### src/rtl/ccs_pkg.sv
// ccs_pkg: shared widths, constants and controller/datapath interface types
// for the min/max contrast stretch block. No dependencies.

package ccs_pkg;

    localparam int SAMPLE_BITS = 16;
    localparam int NUM_LANES   = 3;
    localparam int CNT_BITS    = $clog2(SAMPLE_BITS);

    typedef logic [SAMPLE_BITS-1:0] t_sample;
    typedef logic [CNT_BITS-1:0]    t_cnt;

    localparam t_sample FULL_SCALE = {SAMPLE_BITS{1'b1}};
    localparam t_cnt    LAST_STEP  = t_cnt'(SAMPLE_BITS - 1);

    typedef struct packed {
        logic measure;   // fold accepted measure transaction into min/max
        logic load;      // start stretch of accepted apply transaction
        logic step;      // one quotient bit per lane
        logic out_load;  // move finished result into output register
    } t_ctl_cmd;

    typedef struct packed {
        logic out_free;  // output register empty or being taken this cycle
    } t_dp_sts;

endpackage

### src/rtl/ccs_ctrl.sv
// ccs_ctrl: controller state machine for the contrast stretch block.
// Depends on ccs_pkg.

module ccs_ctrl (
    input  logic              i_clk,
    input  logic              i_rst_n,
    input  logic              i_in_valid,
    input  logic              i_cmd,
    input  ccs_pkg::t_dp_sts  i_sts,
    output logic              o_in_stall,
    output ccs_pkg::t_ctl_cmd o_cmd
);

    typedef enum logic [1:0] {
        S_IDLE,
        S_DIV,
        S_DONE
    } t_state;

    t_state        r_state;
    ccs_pkg::t_cnt r_cnt;
    logic          accept;

    assign o_in_stall = (r_state != S_IDLE);
    assign accept     = i_in_valid && (r_state == S_IDLE);

    always_comb begin
        o_cmd          = '0;
        o_cmd.measure  = accept && !i_cmd;
        o_cmd.load     = accept && i_cmd;
        o_cmd.step     = (r_state == S_DIV);
        o_cmd.out_load = (r_state == S_DONE) && i_sts.out_free;
    end

    always_ff @(posedge i_clk) begin
        if (!i_rst_n) begin
            r_state <= S_IDLE;
            r_cnt   <= '0;
        end else begin
            unique case (r_state)
                S_IDLE: begin
                    r_cnt <= '0;
                    if (accept && i_cmd) begin
                        r_state <= S_DIV;
                    end
                end
                S_DIV: begin
                    r_cnt <= r_cnt + 1'b1;
                    if (r_cnt == ccs_pkg::LAST_STEP) begin
                        r_state <= S_DONE;
                    end
                end
                S_DONE: begin
                    if (i_sts.out_free) begin
                        r_state <= S_IDLE;
                    end
                end
                default: begin
                    r_state <= S_IDLE;
                end
            endcase
        end
    end

endmodule

### src/rtl/ccs_datapath.sv
// ccs_datapath: min/max marks, three bit-serial restoring divider lanes,
// color mode register and output register. Depends on ccs_pkg.

module ccs_datapath (
    input  logic              i_clk,
    input  logic              i_rst_n,
    input  ccs_pkg::t_ctl_cmd i_cmd,
    output ccs_pkg::t_dp_sts  o_sts,
    input  logic              i_cfg_we,
    input  logic              i_cfg_data,
    input  logic              i_first_of_frame,
    input  ccs_pkg::t_sample  i_red,
    input  ccs_pkg::t_sample  i_green,
    input  ccs_pkg::t_sample  i_blue,
    input  ccs_pkg::t_sample  i_alpha,
    input  logic              i_out_stall,
    output logic              o_out_valid,
    output ccs_pkg::t_sample  o_out_red,
    output ccs_pkg::t_sample  o_out_green,
    output ccs_pkg::t_sample  o_out_blue,
    output ccs_pkg::t_sample  o_out_alpha
);

    localparam int SB = ccs_pkg::SAMPLE_BITS;
    localparam int NL = ccs_pkg::NUM_LANES;

    logic             r_color_mode;
    ccs_pkg::t_sample r_low;
    ccs_pkg::t_sample r_high;
    ccs_pkg::t_sample n_low;
    ccs_pkg::t_sample n_high;
    ccs_pkg::t_sample r_span;
    ccs_pkg::t_sample r_alpha;
    logic             r_color_item;
    logic             r_out_valid;
    ccs_pkg::t_sample r_out_red;
    ccs_pkg::t_sample r_out_green;
    ccs_pkg::t_sample r_out_blue;
    ccs_pkg::t_sample r_out_alpha;
    ccs_pkg::t_sample samples [NL];
    ccs_pkg::t_sample r_quo   [NL];
    ccs_pkg::t_sample r_rem   [NL];
    logic             r_fix   [NL];
    logic             flat;

    assign samples[0] = i_red;
    assign samples[1] = i_green;
    assign samples[2] = i_blue;
    assign flat       = (r_high <= r_low);

    assign o_sts.out_free = !r_out_valid || !i_out_stall;

    // min/max fold
    always_comb begin
        n_low  = i_first_of_frame ? ccs_pkg::FULL_SCALE : r_low;
        n_high = i_first_of_frame ? '0 : r_high;
        for (int k = 0; k < NL; k++) begin
            if (k == 0 || r_color_mode) begin
                if (samples[k] < n_low) begin
                    n_low = samples[k];
                end
                if (samples[k] > n_high) begin
                    n_high = samples[k];
                end
            end
        end
    end

    always_ff @(posedge i_clk) begin
        if (!i_rst_n) begin
            r_color_mode <= 1'b0;
            r_low        <= ccs_pkg::FULL_SCALE;
            r_high       <= '0;
            r_out_valid  <= 1'b0;
        end else begin
            if (i_cfg_we) begin
                r_color_mode <= i_cfg_data;
            end
            if (i_cmd.measure) begin
                r_low  <= n_low;
                r_high <= n_high;
            end
            if (i_cmd.out_load) begin
                r_out_valid <= 1'b1;
            end else if (!i_out_stall) begin
                r_out_valid <= 1'b0;
            end
        end
    end

    always_ff @(posedge i_clk) begin
        if (i_cmd.load) begin
            r_span       <= r_high - r_low;
            r_alpha      <= i_alpha;
            r_color_item <= r_color_mode;
        end
        if (i_cmd.out_load) begin
            r_out_red   <= r_quo[0];
            r_out_green <= r_color_item ? r_quo[1] : '0;
            r_out_blue  <= r_color_item ? r_quo[2] : '0;
            r_out_alpha <= r_color_item ? r_alpha  : '0;
        end
    end

    for (genvar g = 0; g < NL; g++) begin : g_lane
        logic [SB:0]   diff;
        logic [SB:0]   span_w;
        logic [2*SB-1:0] prod;
        logic [SB:0]   shifted;
        logic [SB:0]   trial;

        assign diff   = {1'b0, samples[g]} - {1'b0, r_low};
        assign span_w = {1'b0, r_high} - {1'b0, r_low};
        // d * (2^SB - 1) = (d << SB) - d
        assign prod   = {diff[SB-1:0], {SB{1'b0}}} - {{SB{1'b0}}, diff[SB-1:0]};
        assign shifted = {r_rem[g], r_quo[g][SB-1]};
        assign trial   = shifted - {1'b0, r_span};

        always_ff @(posedge i_clk) begin
            if (i_cmd.load) begin
                r_rem[g] <= '0;
                priority if (samples[g] <= r_low) begin
                    r_fix[g] <= 1'b1;
                    r_quo[g] <= '0;
                end else if (flat) begin
                    r_fix[g] <= 1'b1;
                    r_quo[g] <= diff[SB-1:0];
                end else if (diff > span_w) begin
                    r_fix[g] <= 1'b1;
                    r_quo[g] <= ccs_pkg::FULL_SCALE;
                end else begin
                    r_fix[g] <= 1'b0;
                    r_rem[g] <= prod[2*SB-1:SB];
                    r_quo[g] <= prod[SB-1:0];
                end
            end else if (i_cmd.step && !r_fix[g]) begin
                if (!trial[SB]) begin
                    r_rem[g] <= trial[SB-1:0];
                    r_quo[g] <= {r_quo[g][SB-2:0], 1'b1};
                end else begin
                    r_rem[g] <= shifted[SB-1:0];
                    r_quo[g] <= {r_quo[g][SB-2:0], 1'b0};
                end
            end
        end
    end

    assign o_out_valid = r_out_valid;
    assign o_out_red   = r_out_red;
    assign o_out_green = r_out_green;
    assign o_out_blue  = r_out_blue;
    assign o_out_alpha = r_out_alpha;

endmodule

### src/rtl/contrast_stretch_minmax.sv
// contrast_stretch_minmax: top level, min/max contrast stretch over 16-bit samples.
// Depends on ccs_pkg, ccs_ctrl and ccs_datapath.
//
// Usage: the host streams each frame twice over the input channel
// (i_in_valid / o_in_stall). Measure transactions (i_cmd 0) fold red, or red,
// green and blue in color mode, into a running min/max; i_first_of_frame
// restarts the pair. Apply transactions (i_cmd 1) return one stretched pixel
// on the output channel (o_out_valid / i_out_stall).
// A measure transaction is folded in at its accepting edge. An apply transaction
// loads the three bit-serial restoring divider lanes at its accepting edge, runs
// them one quotient bit per cycle until every quotient bit is done, then moves the
// result into the output register once that register is free; only then is the
// next transaction accepted.
// The input is free again once the result is registered, so a held result
// never blocks measure work or the next apply computation; a second finished
// result waits, with the input stalled, while the receiver stalls.
// The color mode register is written over i_cfg_valid / o_cfg_ready (always ready);
// the user must write it only while the block is idle, which the block does not enforce.
// Synchronous reset (i_rst_n low) clears the marks to min full scale and
// max zero, selects gray mode and empties the output register.

module contrast_stretch_minmax (
    input  logic             i_clk,
    input  logic             i_rst_n,
    input  logic             i_cfg_valid,
    output logic             o_cfg_ready,
    input  logic             i_cfg_data,
    input  logic             i_in_valid,
    output logic             o_in_stall,
    input  logic             i_cmd,
    input  logic             i_first_of_frame,
    input  ccs_pkg::t_sample i_red,
    input  ccs_pkg::t_sample i_green,
    input  ccs_pkg::t_sample i_blue,
    input  ccs_pkg::t_sample i_alpha,
    output logic             o_out_valid,
    input  logic             i_out_stall,
    output ccs_pkg::t_sample o_out_red,
    output ccs_pkg::t_sample o_out_green,
    output ccs_pkg::t_sample o_out_blue,
    output ccs_pkg::t_sample o_out_alpha
);

    ccs_pkg::t_ctl_cmd cmd;
    ccs_pkg::t_dp_sts  sts;

    assign o_cfg_ready = 1'b1;

    ccs_ctrl u_ctrl (
        .i_clk      (i_clk),
        .i_rst_n    (i_rst_n),
        .i_in_valid (i_in_valid),
        .i_cmd      (i_cmd),
        .i_sts      (sts),
        .o_in_stall (o_in_stall),
        .o_cmd      (cmd)
    );

    ccs_datapath u_datapath (
        .i_clk            (i_clk),
        .i_rst_n          (i_rst_n),
        .i_cmd            (cmd),
        .o_sts            (sts),
        .i_cfg_we         (i_cfg_valid && o_cfg_ready),
        .i_cfg_data       (i_cfg_data),
        .i_first_of_frame (i_first_of_frame),
        .i_red            (i_red),
        .i_green          (i_green),
        .i_blue           (i_blue),
        .i_alpha          (i_alpha),
        .i_out_stall      (i_out_stall),
        .o_out_valid      (o_out_valid),
        .o_out_red        (o_out_red),
        .o_out_green      (o_out_green),
        .o_out_blue       (o_out_blue),
        .o_out_alpha      (o_out_alpha)
    );

endmodule
### config.mk
export PLATFORM = sky130hd
export DESIGN_NAME = contrast_stretch_minmax
export DESIGN_NICKNAME = d
export VERILOG_FILES = /design/src/rtl/ccs_pkg.sv /design/src/rtl/ccs_ctrl.sv /design/src/rtl/ccs_datapath.sv /design/src/rtl/contrast_stretch_minmax.sv
export SDC_FILE = /design/constraint.sdc
export NUM_CORES = 1
export LEC_CHECK = 0
export BUFFER_PORTS_ARGS = -buffer_cell sky130_fd_sc_hd__buf_4
export CAP_MARGIN = 10
export CORE_ASPECT_RATIO = 0.5
export CORE_MARGIN = 5
export CORE_UTILIZATION = 64
export CTS_CLUSTER_DIAMETER = 200
export DETAILED_ROUTE_END_ITERATION = 10
export GPL_TIMING_DRIVEN = 0
export PLACE_DENSITY = 0.84
export SLEW_MARGIN = 10
export SYNTH_ARGS = -nofsm -noshare
export SYNTH_HDL_FRONTEND = slang
export SYNTH_SLANG_ARGS = --single-unit
### constraint.sdc
create_clock -name i_clk -period 16.4 [get_ports i_clk]
set_input_delay 2.46 -clock i_clk [delete_from_list [all_inputs] [get_ports i_clk]]
set_output_delay 2.46 -clock i_clk [all_outputs]
set_load 0.05 [all_outputs]
======== After elaboration in Yosys (flattened, before gate mapping) ========
Memory sizes are Yosys's and may differ from the RTL's.
Cells that the tools add are included.
storage, ports and cells
  memories kept ........................... 3
  bits in latches ......................... 0
  bits of input ports ..................... 72
  register bits after elaboration ......... 137
  memory bits (read-only) ................. 0
  word-level logic and storage cells ...... 226
  bits in writable memories ............... 99
  output and inout bits ................... 67
operators by class
  magnitude comparators ................... 13
  divide/modulo/power cells ............... 0
  mux-type cells .......................... 127
  multiply operators ...................... 0
  $add $sub $neg .......................... 12
  bitwise operators ....................... 33
  reduce and logical (&&, ||, !) cells .... 18
  equal/unequal tests ..................... 7
  shift-type cells ........................ 0
memories
  name              words  bits a word  rd ports  clocked after memory_dff  write ports  RTL line            source
  u_datapath.r_quo  3      16           3         0                         3            ccs_datapath.sv:41  ccs_pkg::t_sample r_quo [NL];
  u_datapath.r_rem  3      16           3         0                         3            ccs_datapath.sv:42  ccs_pkg::t_sample r_rem [NL];
  u_datapath.r_fix  3      1            3         0                         3            ccs_datapath.sv:43  logic r_fix [NL];
operators by type and width
  cell                                                                    count
  16-bit two-way mux                                                      36
  32-bit by 16-bit subtractor with 32-bit output                          3
  1-bit two-way mux                                                       86
  16-bit by 16-bit subtractor with 17-bit output                          4
  16-bit <= comparator                                                    4
  17-bit greater-than comparator                                          3
  17-bit by 16-bit subtractor with 17-bit output                          3
  16-bit greater-than comparator                                          3
  16-bit less-than comparator                                             3
  1-bit bitwise OR                                                        33
  16-bit subtractor                                                       1
  4-bit one-hot mux with 2 select lines                                   1
  1-bit logical AND                                                       7
  1-bit zero test                                                         6
  2-bit two-way mux                                                       3
  2-bit one-hot mux with 3 select lines                                   1
  4-bit by 1-bit adder with 4-bit output (second input constant)          1
  4-bit equality test (second input constant)                             1
  2-bit by 1-bit != test with 1-bit output (second input constant)        2
  2-bit != test (second input constant)                                   2
  2-bit nonzero test                                                      2
  3-bit AND reduction                                                     1
  2-bit by 1-bit equality test with 1-bit output (second input constant)  1
  2-bit equality test (second input constant)                             1
  other kinds (2)                                                         2

======== Longest topological paths before layout ========
Gate-level depths: netlist (run 1).
  word-level depth ........................ 11
  depth in mapped cells ................... 37
  gate-level depth less buffers ........... 30

======== Hierarchy ========
From an unflattened synthesis (run 1), not the netlist that was laid out.
unflattened totals
  cells, all modules ...................... 2531
  area, all modules ....................... 22171.3 um^2
by module, submodules not included
  module                   times used  cells each  seq. area each (um^2)  area an instance (um^2)
  ccs_datapath             1           2495        6556.3                 21835.9
  ccs_ctrl                 1           34          120.1                  324.1
  contrast_stretch_minmax  1           2           0.0                    11.3

======== Least setup slack after synthesis (run 1) ========
OpenSTA, ideal clock, no wires.
  path kind ............................... input to register
  start ................................... input i_first_of_frame
  end ..................................... register u_datapath.r_low[10]
  path buffers ............................ 7
  stages .................................. 35
  required time ........................... 16321 ps
  data arrival time ....................... 9790 ps
  library setup time ...................... 79 ps
  path slack .............................. 6530 ps
  cells stage by stage .................... clkbuf_1 clkbuf_1 buf_1 nor2_1 ha_1 a21oi_1 o21ai_0 a2111oi_0 o21ai_0 a221oi_2 clkbuf_1 nor3_1 a21oi_1 inv_1 ha_1 a21o_1 a21o_1 a21oi_1 or3_1 o211ai_1 a31o_2 o41a_1 clkbuf_1 buf_1 mux2i_1 ha_1 a21o_1 a21oi_1 o21ai_0 nand3_1 nand4b_1 o41ai_2 buf_2 mux2_2 o211ai_1
between the ends
  word-level cells in the longest chain between the ends .. 9
RTL lines
  item                         RTL line                       source
  start: declaration           contrast_stretch_minmax.sv:31  input logic i_first_of_frame,
  16-bit two-way mux *         ccs_datapath.sv:55             n_low = i_first_of_frame ? ccs_pkg::FULL_SCALE : r_low;
  16-bit less-than comparator  ccs_datapath.sv:59             if (samples[k] < n_low) begin
  16-bit two-way mux *         ccs_datapath.sv:59
  16-bit less-than comparator  ccs_datapath.sv:59
  16-bit two-way mux           ccs_datapath.sv:59
  16-bit two-way mux *         ccs_datapath.sv:58             if (k == 0 || r_color_mode) begin
  16-bit less-than comparator  ccs_datapath.sv:59
  16-bit two-way mux           ccs_datapath.sv:59
  16-bit two-way mux *         ccs_datapath.sv:58
  end signal: assignment       ccs_datapath.sv:72             r_low <= ccs_pkg::FULL_SCALE;
  end signal: assignment       ccs_datapath.sv:80             r_low <= n_low;
  end: declaration             ccs_datapath.sv:28             ccs_pkg::t_sample r_low;
Every way passes the cells marked *; elsewhere a longest branch is shown, timed or not.
A chain may end at the register's enable or synchronous reset.

======== Worst setup path in the final report (run 1) ========
  start ................................... input i_first_of_frame
  end ..................................... register u_datapath.r_low[7]
Same word-level chain as after synthesis.

==> results of run 1 <==
kinds of logic (layout without fill, tap and decap cells):
kind of cell	count (synthesis)	in the layout	share of synthesized area
flops	236	236	0.312
fa+ha+maj	266	266	0.158
simple gates	732	732	0.174
mux	90	90	0.0449
other cells	1	1	0.000175
xor+xnor	102	102	0.0421
buf+inv	248	430	0.0442
compound gates	711	711	0.225
synth_stat cells, types with 7 or more instances:
cell	count	area [um^2]
a211oi_1	32	240
nor4_1	9	56.3
and3_1	18	113
a221oi_1	8	70.1
fa_1	7	140
xor2_1	32	280
or2_2	19	119
o32a_1	11	110
o22ai_1	31	194
a22o_1	13	114
clkbuf_1	63	236
o22a_1	14	123
ha_1	259	3240
nand4_1	40	250
nor2_1	166	623
inv_1	171	642
o21bai_1	11	82.6
o21a_1	31	233
nand3_1	48	240
mux2_2	48	541
o21ai_0	122	611
nand2b_1	44	275
xnor2_1	69	604
o211ai_1	36	270
a41oi_1	8	70.1
o31ai_1	10	75.1
nand2_1	129	484
o31a_1	9	78.8
buf_1	7	26.3
edfxtp_1	195	5860
or3_1	23	144
dfxtp_1	41	821
a21oi_1	182	911
mux2i_1	42	420
nor3_1	103	515
a31oi_1	17	106
a21o_1	76	571
nor2b_1	36	225
and2_1	66	413
final cells by class:
class                           count  area (um^2)
Multi-Input combinational cell   1902        13800
Buffer                             74          292
Sequential cell                   236         6680
Fill cell                        2595         9170
Timing Repair Buffer              139         1090
Clock inverter                     19          220
Tap cell                          441          552
Inverter                          174          653
Clock buffer                       24          601
sequential cells by signal (all words and copies together) (netlist names):
signal                   flops
u_datapath.o_out_valid       1
u_datapath.r_alpha          16
u_datapath.r_color_item      1
u_datapath.r_color_mode      1
u_ctrl.r_cnt                 4
u_datapath.r_high           16
u_datapath.o_out_blue       16
u_datapath.o_out_red        16
u_datapath.o_out_alpha      16
u_datapath.r_rem            48
u_ctrl.r_state               2
u_datapath.r_quo            48
u_datapath.r_fix             3
u_datapath.o_out_green      16
u_datapath.r_low            16
u_datapath.r_span           16
where the power goes:
group | internal (mW) | total, mW | switching (mW) | leakage (nW)
combinational | 0.295 | 0.808 | 0.513 | 7.65
clock | 0.334 | 0.603 | 0.269 | 0.397
sequential | 0.677 | 0.700 | 0.0228 | 2.17
total | 1.31 | 2.11 | 0.805 | 10.2
how the worst min path moves through the flow:
stage                     cells after the start                  endpoint  slack (ns)                    start
after floorplan                               0   u_datapath.o_out_red[0]        0.43   u_datapath.r_quo[0][0]
after global placement                        0   u_datapath.o_out_red[8]        0.44   u_datapath.r_quo[0][8]
after detailed placement                      0  u_datapath.o_out_red[14]        0.43  u_datapath.r_quo[0][14]
after CTS                                     0   u_datapath.o_out_red[0]        0.45   u_datapath.r_quo[0][0]
after global routing                          0  u_datapath.o_out_red[14]        0.46  u_datapath.r_quo[0][14]
final                                         0   u_datapath.o_out_red[8]        0.46   u_datapath.r_quo[0][8]
through the flow:
stage	utilization	setup slack, ns	hold WS [ns]	std cells	instance area (um^2)
finish	0.722	5.17	0.456	3009	23900
global route	0.722	4.50	0.455	3009	23900
CTS	0.722	5.25	0.451	3009	23900
detailed placement	0.698	4.76	0.433	2966	23100
global placement	0.695	4.94	0.440	2963	23000
floorplan	-	6.53	0.426	2386	21400
metal layers:
metal,vias to the layer above,share of wire
met5,-,0.00018
li1,9315,-
met3,236,0.13
met4,2,0.042
met2,1310,0.40
met1,9647,0.42
critical path: cells and delay by family:
| kind | cells | cell delay (ns) |
|---|---|---|
| buf+inv | 9 | 3.06 |
| compound gates | 17 | 3.63 |
| mux | 2 | 0.80 |
| simple gates | 5 | 0.78 |
| fa+ha+maj | 3 | 0.93 |
==> run metrics, run 1 <==
status completed; Worst Setup SP i_first_of_frame; CP max FO 10; crit-path max cell delay roughly 0.80 ns; final WL 73,800 um; CP endpoint kind flop; met2 usage 0.550; Sink Count roughly 240; # diodes 0; Vias/cell a little under 7; CTS Hold Bufs 0; synthesized area per cell ~9.0 um^2; Post-route DRC 0; Worst Setup Path Type in -> reg; Final nets ~2,900; FF-to-FF End u_datapath.r_low[7]; FF+latch count, synth between 200 and 250; H-tree levels 1; Main synth FF type edfxtp_1; number of synthesized flops with an enable pin about 200; Crit path arrival time around 12 ns; Via Count about 20,000; GRT Max-Usage Layer met1; dpl hpwl 58,000 um; Skew-Pair Late Insertion Delay between 0.5 and 0.6 ns; CP max stage cell o41ai_2; initial antenna violation count 1; clock period minus final worst setup slack approximately 11 ns; PwrDens approximately 88 mW/mm^2; Setup Total Neg Slack 0 ns; Max Buffers Root-to-Sink 3; Seq/Total Area, Yosys 0.312; Setup crit end u_datapath.r_low[7]; Reg-to-Reg Start u_datapath.r_low[11]; Synth Cell Area about 0.021 mm^2; Pre-antenna DRT Iters 6; commonest non-fill, non-tap cells in the layout ha_1, edfxtp_1, a21oi_1; # Post-CTS Setup Buffers 0; layout cell share with drive strength beyond 1 0.109; syn_nets 2,724; final setup skew around 0.024 ns; Yosys cell types 90; Synth Instances between 2,000 and 2,500; P&R area growth vs syn 11.6%; # Max-Cap Violations 0; Root Buffer Master clkbuf_16; r2r setup slk just under 8 ns; Setup violations, final 0; initial core utilization 0.647; Static Leak about 10 nW; Tcrit/Tclk final 0.685; Critical Path RT 16.88 ns; Max IR drop VDD between 0.07 and 0.08 mV; RD Place Congestion between 1 and 1.5; commonest non-fill, non-tap cell in the layout ha_1; first-pass GRT wire length 111,000 um; Hold Vio Cnt, Final 0; final slew viol count 0; routed len/inst 24.5 um; vias in the first global route approximately 19,000; CP Launch Type primary input; die height 139 um; fmax slightly below 90 MHz; Slew HR 0.172; IO buf count between 100 and 150; site row count 47; Reg2Reg Depth 32; met3 Usage GRT 0.0951; Clock Pin Slew Worst Setup and Hold Paths 0.07 ns; CTS tree yes; GRT Util Overall 0.380; total chip power 2.11 mW; Die X roughly 270 um; CTS buffer count 24; RSZ-0062 raised after global routing no; met1 usage 0.559; starting DRC count in detailed routing about 2,800; synth warn 0; antenna-violating nets left 0; I/O pin count 139; Worst Max-Slew Pin Slew ~1.2 ns; min-delay worst type reg -> reg; post-CTS sizing 0; Core Footprint between 0.03 and 0.04 mm^2; Overflow after GRT 0; Total Die Area 0.0374 mm^2; largest net degree at the start of global routing 29; Async S/R FF share, synth 0
Power figures use the tool's default switching activity.
==> run 2, diff against run 1 <==
- CORE_UTILIZATION: 64 -> 57
- PLACE_DENSITY: 0.84 -> 0.79
- clock period: 16.4 -> 10.1 ns (I/O delays scaled with it)
==> run metrics, run 2 (same netlist as run 1, synthesis figures left out) <==
status completed; GRT Max-Usage Layer met2; Crit path arrival time 9.76 ns (-1.95 ns); I/O pin count 139 (unchanged); CTS tree yes; Vias/cell 6.54 (-4.0%); Max Buffers Root-to-Sink 3 (unchanged); Critical Path RT 10.52 ns (-6.36 ns); most frequent CP cell clkbuf_1; Sink Count 236 (unchanged); Tcrit/Tclk final 0.925; Reg-to-Reg Start u_datapath.r_high[13]; final WL 71,600 um (-3.0%); # diodes 0 (unchanged); Worst Max-Slew Pin Slew 1.26 ns (+0.0237 ns); PwrDens 140 mW/mm^2 (+58%); CP endpoint kind flop; Overflow after GRT 0 (unchanged); Static Leak 10.2 nW (-0.10%); slack of the critical path 0.759 ns (-4.41 ns); site row count 50 (+6.4%); Hold Vio Cnt, Final 0 (unchanged); commonest non-fill, non-tap cell in the layout ha_1; CP max stage cell o41ai_2; r2r setup slk 1.85 ns (-6.02 ns); Clock Power Share 0.269 (-0.017); antenna-violating nets left 0 (unchanged); die height 147 um (+5.5%); clock period minus final worst setup slack between 9 and 10 ns; Worst Setup SP i_first_of_frame; final slew viol count 0 (unchanged); Skew-Pair Late Insertion Delay 0.57 ns (about the same); # Max-Cap Violations 0 (unchanged); CTS buffer count 24 (unchanged); Max IR drop VDD 0.120 mV (+66%); HP Start u_datapath.r_quo[0][8]; P&R area growth vs syn 11.8%; Die X 284 um (+5.7%); final setup skew 0.0174 ns (-0.00705 ns); GRT Util Overall 0.327 (-0.0527); IO buf count 136 (unchanged); Post-route DRC 0 (unchanged); Total Die Area 0.0417 mm^2 (+12%); worst hold slack 0.460 ns (+0.00382 ns); starting DRC count in detailed routing 2,219 (-22%); dpl ws -0.566 ns (-5.33 ns); Slew HR 0.156 (-0.0159); Via Count 20,100 (-2.2%); P_int 2.05 mW (+57%); initial core utilization 0.575 (-0.0726); sequential power share 0.340 (+0.008); Pre-antenna DRT Iters 6 (unchanged); Switching Fraction 0.387 (+0.00592); Setup violations, final 0 (unchanged); largest net degree at the start of global routing 29 (unchanged); CTS Hold Bufs 0 (unchanged); layout cell share with drive strength beyond 1 0.110 (+0.000997); Worst Setup Path Type in -> reg; Final nets 2,892 (+0.10%); commonest non-fill, non-tap cells in the layout ha_1, edfxtp_1, a21oi_1; met3 Usage GRT 0.0879 (-0.00717); RD Place Congestion 1.02 (-1.5%); fmax between 100 and 150 MHz; met2 usage 0.480 (-0.0698); H-tree levels 1 (unchanged); dpl hpwl 57,100 um (-1.6%); # fillers 3,159 (+22%); Root Buffer Master clkbuf_16; vias in the first global route 18,600 (-2.2%); CP Launch Type primary input; sw power 1.29 mW (+61%); combinational group share of total power 0.391 (+0.008); crit-path max cell delay 0.92 ns (+0.12 ns); largest registers u_datapath.r_quo (48), u_datapath.r_rem (48); met1 usage 0.472 (-0.0862); RSZ-0062 raised after global routing no; routed len/inst 23.4 um (-4.8%); Clock Pin Slew Worst Setup and Hold Paths 0.07 ns (about the same); CP max FO 10 (unchanged); initial antenna violation count 1 (unchanged); first-pass GRT wire length 108,000 um (-3.2%); Core Footprint 0.0372 mm^2 (+13%); min-delay worst type reg -> reg
run 2: timing repair:
action,CTS,global route
pin swaps,0,1
buffers inserted,0,2
resized for setup,1,3
endpoints found under the setup margin,6,16
run 2: layer usage:
| metal | vias up | share of wire |
|---|---|---|
| met5 | - | 0 |
| met4 | 0 | 0.037 |
| met3 | 184 | 0.13 |
| met2 | 1173 | 0.40 |
| met1 | 9417 | 0.43 |
| li1 | 9289 | - |
run 2: path summary, 6_finish.rpt:
| check | end | depth (start not counted) |
|---|---|---|
| setup / recovery | u_datapath.r_high[7] | 30 |
| hold / removal | u_datapath.o_out_red[8] | 0 |
| setup reg to reg | u_datapath.r_high[7] | 28 |
| hold reg to reg | u_datapath.o_out_red[8] | 0 |
run 2: cell type report:
class / instances / area (um^2) / area share
clock buffer: 25 / 604 / 0.0253
clock inverter: 19 / 156 / 0.00654
sequential: 236 / 6680 / 0.279
timing repair buffer: 142 / 1120 / 0.0467
buffer: 74 / 294 / 0.0123
tap: 494 / 618 / 0.0258
multi-input combinational: 1902 / 13800 / 0.577
inverter: 174 / 653 / 0.0273
run 2: per-stage QoR:
| stage | power, mW | cells | instance area (um^2) | TNS, ns | util |
|---|---|---|---|---|---|
| global route | 3.49 | 3066 | 23900 | 0 | 0.643 |
| CTS | 3.29 | 3064 | 23900 | 0 | 0.642 |
| floorplan | 2.02 | 2386 | 21400 | 0 | - |
| detailed placement | 2.40 | 3020 | 23100 | -6.29 | 0.621 |
| global placement | 2.37 | 3016 | 23000 | -6.37 | 0.619 |
| finish | 3.34 | 3066 | 23900 | 0 | 0.643 |
run 2: power by group through the flow:
stage	sequential, mW	clock (mW)	combinational [mW]
floorplan	1.14	0	0.879
global placement	1.15	0	1.21
detailed placement	1.16	0	1.24
CTS	1.13	0.901	1.25
global route	1.14	0.946	1.41
finish	1.14	0.898	1.31
run 2: worst max-delay path: cells and delay by family:
family / cells / cell delay (ns)
AOI/OAI and AO/OA: 14 / 3.77
buffers and inverters: 7 / 1.97
adders and majority gates: 3 / 0.91
muxes: 2 / 0.83
and+or+nand+nor: 4 / 0.78
